===== config.mk =====
export PLATFORM = sky130hd
export DESIGN_NAME = alu8_with_shifts_and_flags
export DESIGN_NICKNAME = d
export VERILOG_FILES = /design/src/rtl/alu8sf_pkg.sv /design/src/rtl/alu8sf_core.sv /design/src/rtl/alu8_with_shifts_and_flags.sv
export SDC_FILE = /design/constraint.sdc
export NUM_CORES = 1
export LEC_CHECK = 0
export BUFFER_PORTS_ARGS = -buffer_cell sky130_fd_sc_hd__buf_2
export CORE_ASPECT_RATIO = 0.5
export CORE_MARGIN = 5
export CORE_UTILIZATION = 43
export CTS_CLUSTER_SIZE = 28
export DETAILED_ROUTE_END_ITERATION = 7
export GPL_TIMING_DRIVEN = 0
export HOLD_SLACK_MARGIN = 0.08
export PLACE_DENSITY = 0.67
export SLEW_MARGIN = 20
export SYNTH_ARGS = -nofsm -noshare
export SYNTH_HDL_FRONTEND = slang
export SYNTH_SLANG_ARGS = --single-unit

===== constraint.sdc =====
create_clock -name clock -period 3.3 [get_ports clock]
set_input_delay 0.495 -clock clock [delete_from_list [all_inputs] [get_ports clock]]
set_output_delay 0.495 -clock clock [all_outputs]
set_load 0.005 [all_outputs]

===== src/rtl/alu8sf_pkg.sv =====
// Shared types for the eight-bit ALU with shifts and flags.
// Operation codes, flag record and stream widths; no dependencies.
package alu8sf_pkg;

   // Stream widths, padded to whole bytes
   localparam int ReqDataWidth = 24;
   localparam int RspDataWidth = 16;

   // Operation codes as carried in the request beat
   typedef enum logic [3:0] {
      OP_ADD  = 4'd0,
      OP_ADC  = 4'd1,
      OP_SUB  = 4'd2,
      OP_SBC  = 4'd3,
      OP_AND  = 4'd4,
      OP_XOR  = 4'd5,
      OP_OR   = 4'd6,
      OP_CP   = 4'd7,
      OP_RLC  = 4'd8,
      OP_RRC  = 4'd9,
      OP_RL   = 4'd10,
      OP_RR   = 4'd11,
      OP_SLA  = 4'd12,
      OP_SRA  = 4'd13,
      OP_SWAP = 4'd14,
      OP_SRL  = 4'd15
   } alu_op_type;

   // Condition flags, most significant first as in the flag register
   typedef struct packed {
      logic zero;
      logic subtract;
      logic half;
      logic carry;
   } flags_type;

endpackage


===== src/rtl/alu8sf_core.sv =====
// Combinational datapath of the eight-bit ALU: one operation, result and flags.
// Depends on alu8sf_pkg for the operation codes and the flag record.
module alu8sf_core (
   input  alu8sf_pkg::alu_op_type op,
   input  logic [7:0]             operand_a,
   input  logic [7:0]             operand_b,
   input  logic                   cin,
   output logic [7:0]             result,
   output alu8sf_pkg::flags_type  flags
);
   import alu8sf_pkg::*;

   logic       carry_use;
   logic [8:0] sum9;
   logic [4:0] hsum5;
   logic [8:0] diff9;
   logic [4:0] hdiff5;
   logic [7:0] zero_src;

   // Kept carry feeds the adder and subtractor only for ADC and SBC; RL and RR shift it in
   assign carry_use = ((op == OP_ADC) || (op == OP_SBC)) && cin;

   // Adder and subtractor, full byte and low nibble
   assign sum9   = {1'b0, operand_a} + {1'b0, operand_b} + {8'd0, carry_use};
   assign hsum5  = {1'b0, operand_a[3:0]} + {1'b0, operand_b[3:0]} + {4'd0, carry_use};
   assign diff9  = {1'b0, operand_a} - {1'b0, operand_b} - {8'd0, carry_use};
   assign hdiff5 = {1'b0, operand_a[3:0]} - {1'b0, operand_b[3:0]} - {4'd0, carry_use};

   // Select result and flags by operation
   always_comb begin
      result         = operand_a;
      zero_src       = operand_a;
      flags.subtract = 1'b0;
      flags.half     = 1'b0;
      flags.carry    = 1'b0;
      case (op)
         OP_ADD, OP_ADC: begin
            result      = sum9[7:0];
            zero_src    = sum9[7:0];
            flags.half  = hsum5[4];
            flags.carry = sum9[8];
         end
         OP_SUB, OP_SBC: begin
            result         = diff9[7:0];
            zero_src       = diff9[7:0];
            flags.subtract = 1'b1;
            flags.half     = hdiff5[4];
            flags.carry    = diff9[8];
         end
         OP_CP: begin
            // compare: flags of a subtract, destination passes through
            result         = operand_a;
            zero_src       = diff9[7:0];
            flags.subtract = 1'b1;
            flags.half     = hdiff5[4];
            flags.carry    = diff9[8];
         end
         OP_AND: begin
            result     = operand_a & operand_b;
            zero_src   = operand_a & operand_b;
            flags.half = 1'b1;
         end
         OP_XOR: begin
            result   = operand_a ^ operand_b;
            zero_src = operand_a ^ operand_b;
         end
         OP_OR: begin
            result   = operand_a | operand_b;
            zero_src = operand_a | operand_b;
         end
         OP_RLC: begin
            result      = {operand_a[6:0], operand_a[7]};
            zero_src    = {operand_a[6:0], operand_a[7]};
            flags.carry = operand_a[7];
         end
         OP_RRC: begin
            result      = {operand_a[0], operand_a[7:1]};
            zero_src    = {operand_a[0], operand_a[7:1]};
            flags.carry = operand_a[0];
         end
         OP_RL: begin
            result      = {operand_a[6:0], cin};
            zero_src    = {operand_a[6:0], cin};
            flags.carry = operand_a[7];
         end
         OP_RR: begin
            result      = {cin, operand_a[7:1]};
            zero_src    = {cin, operand_a[7:1]};
            flags.carry = operand_a[0];
         end
         OP_SLA: begin
            result      = {operand_a[6:0], 1'b0};
            zero_src    = {operand_a[6:0], 1'b0};
            flags.carry = operand_a[7];
         end
         OP_SRA: begin
            // sign bit is kept
            result      = {operand_a[7], operand_a[7:1]};
            zero_src    = {operand_a[7], operand_a[7:1]};
            flags.carry = operand_a[0];
         end
         OP_SWAP: begin
            result   = {operand_a[3:0], operand_a[7:4]};
            zero_src = {operand_a[3:0], operand_a[7:4]};
         end
         OP_SRL: begin
            result      = {1'b0, operand_a[7:1]};
            zero_src    = {1'b0, operand_a[7:1]};
            flags.carry = operand_a[0];
         end
         default: begin
            result   = operand_a;
            zero_src = operand_a;
         end
      endcase
      flags.zero = (zero_src == 8'd0);
   end

endmodule


===== src/rtl/alu8_with_shifts_and_flags.sv =====
// Top level of the eight-bit ALU with shifts and flags: input register,
// datapath, result register and kept flag register.
// Depends on alu8sf_pkg and alu8sf_core.
//
// Usage:
//   The request stream carries one operation per beat (code, destination
//   byte, source byte); the response stream returns one beat per request,
//   in order, with the result byte and the four flags.
//   A request beat is captured in an input register; the datapath works on
//   it from there, and when the input stage advances the result register
//   and the flag register are loaded together; rsp_tvalid rises as the
//   result register is loaded. Throughput is one operation per cycle
//   while responses are taken; the only link between beats is the kept
//   carry, read from the flag register written by the beat before.
//   When the receiver stalls, the response beat is held, the input register
//   fills, and req_tready drops until the response is taken.
//   Reset empties both registers and clears the flags to zero.
module alu8_with_shifts_and_flags (
   input  logic                                 clock,
   input  logic                                 reset,
   input  logic                                 req_tvalid,
   output logic                                 req_tready,
   // cmd [3:0], operand_a [11:4], operand_b [19:12], zero [23:20]
   input  logic [alu8sf_pkg::ReqDataWidth-1:0]  req_tdata,
   output logic                                 rsp_tvalid,
   input  logic                                 rsp_tready,
   // result [7:0], flag_zero [8], flag_subtract [9], flag_half [10],
   // flag_carry [11], zero [15:12]
   output logic [alu8sf_pkg::RspDataWidth-1:0]  rsp_tdata
);
   import alu8sf_pkg::*;

   logic       in_valid_ff, in_valid_in;
   alu_op_type op_ff;
   logic [7:0] a_ff;
   logic [7:0] b_ff;
   logic       out_valid_ff, out_valid_in;
   logic [7:0] result_ff;
   flags_type  out_flags_ff;
   flags_type  flag_ff;
   logic [7:0] core_result;
   flags_type  core_flags;
   logic       advance;
   logic       req_beat;

   // Move the input stage on when the result register is free or draining
   assign advance    = in_valid_ff && (!out_valid_ff || rsp_tready);
   assign req_tready = !in_valid_ff || advance;
   assign req_beat   = req_tvalid && req_tready;

   assign in_valid_in  = req_beat || (in_valid_ff && !advance);
   assign out_valid_in = advance || (out_valid_ff && !rsp_tready);

   // Control state
   always_ff @(posedge clock) begin
      if (reset) begin
         in_valid_ff  <= 1'b0;
         out_valid_ff <= 1'b0;
         flag_ff      <= '0;
      end else begin
         in_valid_ff  <= in_valid_in;
         out_valid_ff <= out_valid_in;
         if (advance) begin
            flag_ff <= core_flags;
         end
      end
   end

   // Capture the request beat
   always_ff @(posedge clock) begin
      if (req_beat) begin
         op_ff <= alu_op_type'(req_tdata[3:0]);
         a_ff  <= req_tdata[11:4];
         b_ff  <= req_tdata[19:12];
      end
   end

   alu8sf_core u_core (
      .op        (op_ff),
      .operand_a (a_ff),
      .operand_b (b_ff),
      .cin       (flag_ff.carry),
      .result    (core_result),
      .flags     (core_flags)
   );

   // Load the result register
   always_ff @(posedge clock) begin
      if (advance) begin
         result_ff    <= core_result;
         out_flags_ff <= core_flags;
      end
   end

   assign rsp_tvalid = out_valid_ff;
   assign rsp_tdata  = {4'd0, out_flags_ff.carry, out_flags_ff.half,
                        out_flags_ff.subtract, out_flags_ff.zero, result_ff};

endmodule


==> results.py <==
metrics = {
    "synthesis": {
        "ys_seq_area_frac": 0.356,
        "netlist_area_um2": 2870,
        "syn_avg_cell_area_um2": 9.55,
        "netlist.area_leader.share": 0.335,
        "yosysWarningCount": 0,
        "ys_seq_elements": 35,
        "ys_top_cells_by_area": "edfxtp_1 (34%), ha_1 (13%), inv_1 (4.1%), nor2_1 (3.4%), fa_1 (2.8%)",
        "async_flop_share": 0,
        "synth.distinct_cells": 59,
        "synth_top_flop_cell": "edfxtp_1",
        "yosys.area.top_type": "edfxtp_1",
        "synth_edf_count": 32,
        "syn_inst": 300,
    },
    "final_layout": {
        "drive_gt1_frac": 0.231,
        "final_common_cell": "buf_2",
        "register_area_um2": 1020,
        "nNetsFinal": 407,
        "multiInputGateArea_um2": 1720,
        "final_cell_area_um2": 3390,
        "n_antenna_cell": 0,
        "fill_cells": 628,
        "syn2layout_area_growth_pct": 18.2,
        "most-common-layout-cells": "buf_2 (40), edfxtp_1 (32), inv_1 (31)",
    },
    "sta": {
        "period_minus_slack_ns": 3.06,
        "tightest_slew_ns": 1.00,
        "skew_ns": 0.00513,
        "hold_violations": 0,
        "setup_viol": 0,
        "rsz0062_at_grt": "no",
        "maxSlewViolCount": 0,
        "hold_slack_ns": 0.387,
        "slew_headroom": 0.332,
        "period_share": 0.928,
        "clock.fmax_mhz": 326,
        "setup_ws_ns": 0.237,
    },
    "global_routing": {
        "grt_pass1_wl_um": 12300,
        "globalRouteOverflowTotal": 0,
        "antenna_found_initial": 0,
        "grt_max_degree": 21,
        "gr-usage-all-layers": 0.188,
        "first_global_vias": 2248,
    },
    "setup_path": {
        "worstPathCellList": "buf_4, nor2_4, nand3_2, fa_2, fa_2, o21ai_2, a21boi_1, o41ai_2, nand2b_1, xnor2_1, a22oi_2, nand2_1",
        "cpMostUsedCell": "fa_2",
        "crit_slowest_cell": "fa_2",
        "crit_fanout": 10,
        "crit_buf_inv": 1,
        "slowest_delay_ns": 0.42,
        "cp-end-kind": "flop",
        "critPathTopFamily": "compound AO/OA/AOI/OAI gates",
        "path_class": "reg -> reg",
        "cp-start-kind": "flop",
        "required_ns": 3.32,
        "cp_data_arrival_time_ns": 3.08,
    },
    "placement": {
        "port_buffers": 37,
        "pre_cts_slack_ns": -0.477,
        "place_area_um2": 3180,
        "hpwlAfterDp_um": 6020,
        "gp_congestion": 0.961,
    },
    "route": {
        "wl_per_cell_um": 17.7,
        "vias": 2526,
        "drt_iter0_markers": 292,
        "antenna_left": 0,
        "drcViolationCount": 0,
        "routed_wl_um": 7760,
        "vias_per_cell": 5.77,
        "first_pass_iters": 5,
    },
    "floorplanning": {
        "io_pins": 46,
        "start_util": 0.436,
        "die_y_um": 67.7,
        "coreArea_um2": 6570,
        "fp.dieW_um": 125,
        "dieArea_um2": 8500,
        "row_count": 21,
    },
    "cts": {
        "cts_buffers": 5,
        "clk_transition_reported_paths_ns": 0.06,
        "cts-root-buf": "clkbuf_16",
        "clock_latency_ns": 0.28,
        "numClockSinks": 35,
        "cts_buffer_depth": 2,
        "tritoncts": "yes",
        "cts_hold_buf": 0,
        "h-tree-depth": 2,
    },
    "power": {
        "power_leakage_nw": 1.43,
        "p_total_mw": 1.40,
        "powerDensity_nw_per_um2": 413,
        "max-vdd-ir-drop_mv": 0.176,
    },
    "run": {
        "max-cap-violations": 0,
    },
    "worst_hold_path": {
        "hold_class": "in -> reg",
    },
    "run_status": {
        "status": "completed",
    },
}
==> worst paths after layout <==
check / start / end / slack, ns / depth (start not counted)
max reg2reg: op_ff[2] / rsp_tdata[11] / 0.24 / 12
min reg2reg: in_valid_ff / rsp_tvalid / 0.52 / 2
max: op_ff[2] / rsp_tdata[11] / 0.24 / 12
min: req_tdata[0] / op_ff[0] / 0.39 / 1
==> kinds of logic (layout without fill, tap and decap cells) <==
logic type                 count (synthesis)  count (layout)  share of synthesized area
AOI/OAI and AO/OA                         84              84                      0.209
xor gates and xnor gates                  12              12                     0.0367
adders and majority gates                 34              34                      0.159
buffers and inverters                     46              89                     0.0755
DFF                                       35              35                      0.356
muxes                                      6               6                     0.0214
other                                      1               4                    0.00131
and+or+nand+nor                           82              82                      0.141
==> cells in the mapped netlist, types with 5 or more instances <==
| master | number |
|---|---|
| edfxtp_1 | 32 |
| inv_1 | 31 |
| ha_1 | 30 |
| nor2_1 | 26 |
| nand2_1 | 21 |
| o21ai_0 | 16 |
| a21oi_1 | 12 |
| nand2b_1 | 8 |
| xnor2_1 | 8 |
| a221oi_1 | 7 |
| a22oi_1 | 6 |
| buf_4 | 6 |
| o31ai_1 | 6 |
| a31oi_1 | 5 |
| buf_2 | 5 |
| mux2i_1 | 5 |
==> registers in the layout (all words and copies together) (netlist names) <==
register / count
b_ff: 8
flag_ff: 1
rsp_tvalid: 1
in_valid_ff: 1
rsp_tdata: 4
op_ff: 4
a_ff: 8
result_ff: 8
==> area by class of cell <==
class | instances | area share
inverter | 31 | 0.0343
timing repair buffer | 38 | 0.0569
tap | 92 | 0.0340
clock inverter | 3 | 0.00443
buffer | 12 | 0.0255
sequential | 35 | 0.301
clock buffer | 5 | 0.0369
multi-input combinational | 222 | 0.507
==> stage by stage <==
stage,std cells,utilization,TNS [ns]
6_report,438,0.516,0
3_5_place_dp,432,0.484,-2.19
2_1_floorplan,303,-,0
4_1_cts,439,0.508,0
5_1_grt,438,0.516,0
3_3_place_gp,432,0.484,-2.08
==> routing by layer <==
layer / routed length [µm] / up-vias / track usage / part of all wire
li1: - / 1185 / - / -
met1: 3810 / 1201 / 0.285 / 0.49
met2: 3050 / 122 / 0.271 / 0.39
met3: 742 / 18 / 0.0419 / 0.096
met4: 152 / 0 / 0.0405 / 0.020
met5: 0 / - / 0 / 0
==> worst reg2reg max path, stage by stage (launching register included) <==
cell,delay [ns]
edfxtp_1,0.38
buf_4,0.20
nor2_4,0.14
nand3_2,0.11
fa_2,0.42
fa_2,0.38
o21ai_2,0.18
a21boi_1,0.16
o41ai_2,0.24
nand2b_1,0.12
xnor2_1,0.17
a22oi_2,0.23
nand2_1,0.07
==> timing repair <==
item | in CTS | in global routing
gates resized for setup | 6 | 12
hold endpoints to repair | 0 | 0
pin swaps | 2 | 4
setup endpoints to repair | 7 | 5
setup buffers | 1 | 0
==> where the power goes <==
part           switching [mW]  leakage, nW  internal [mW]
Clock                   0.177       0.0733          0.275
Sequential             0.0243        0.333          0.521
Combinational           0.237         1.03          0.166
No activity file was read; power rests on OpenSTA's default activity.
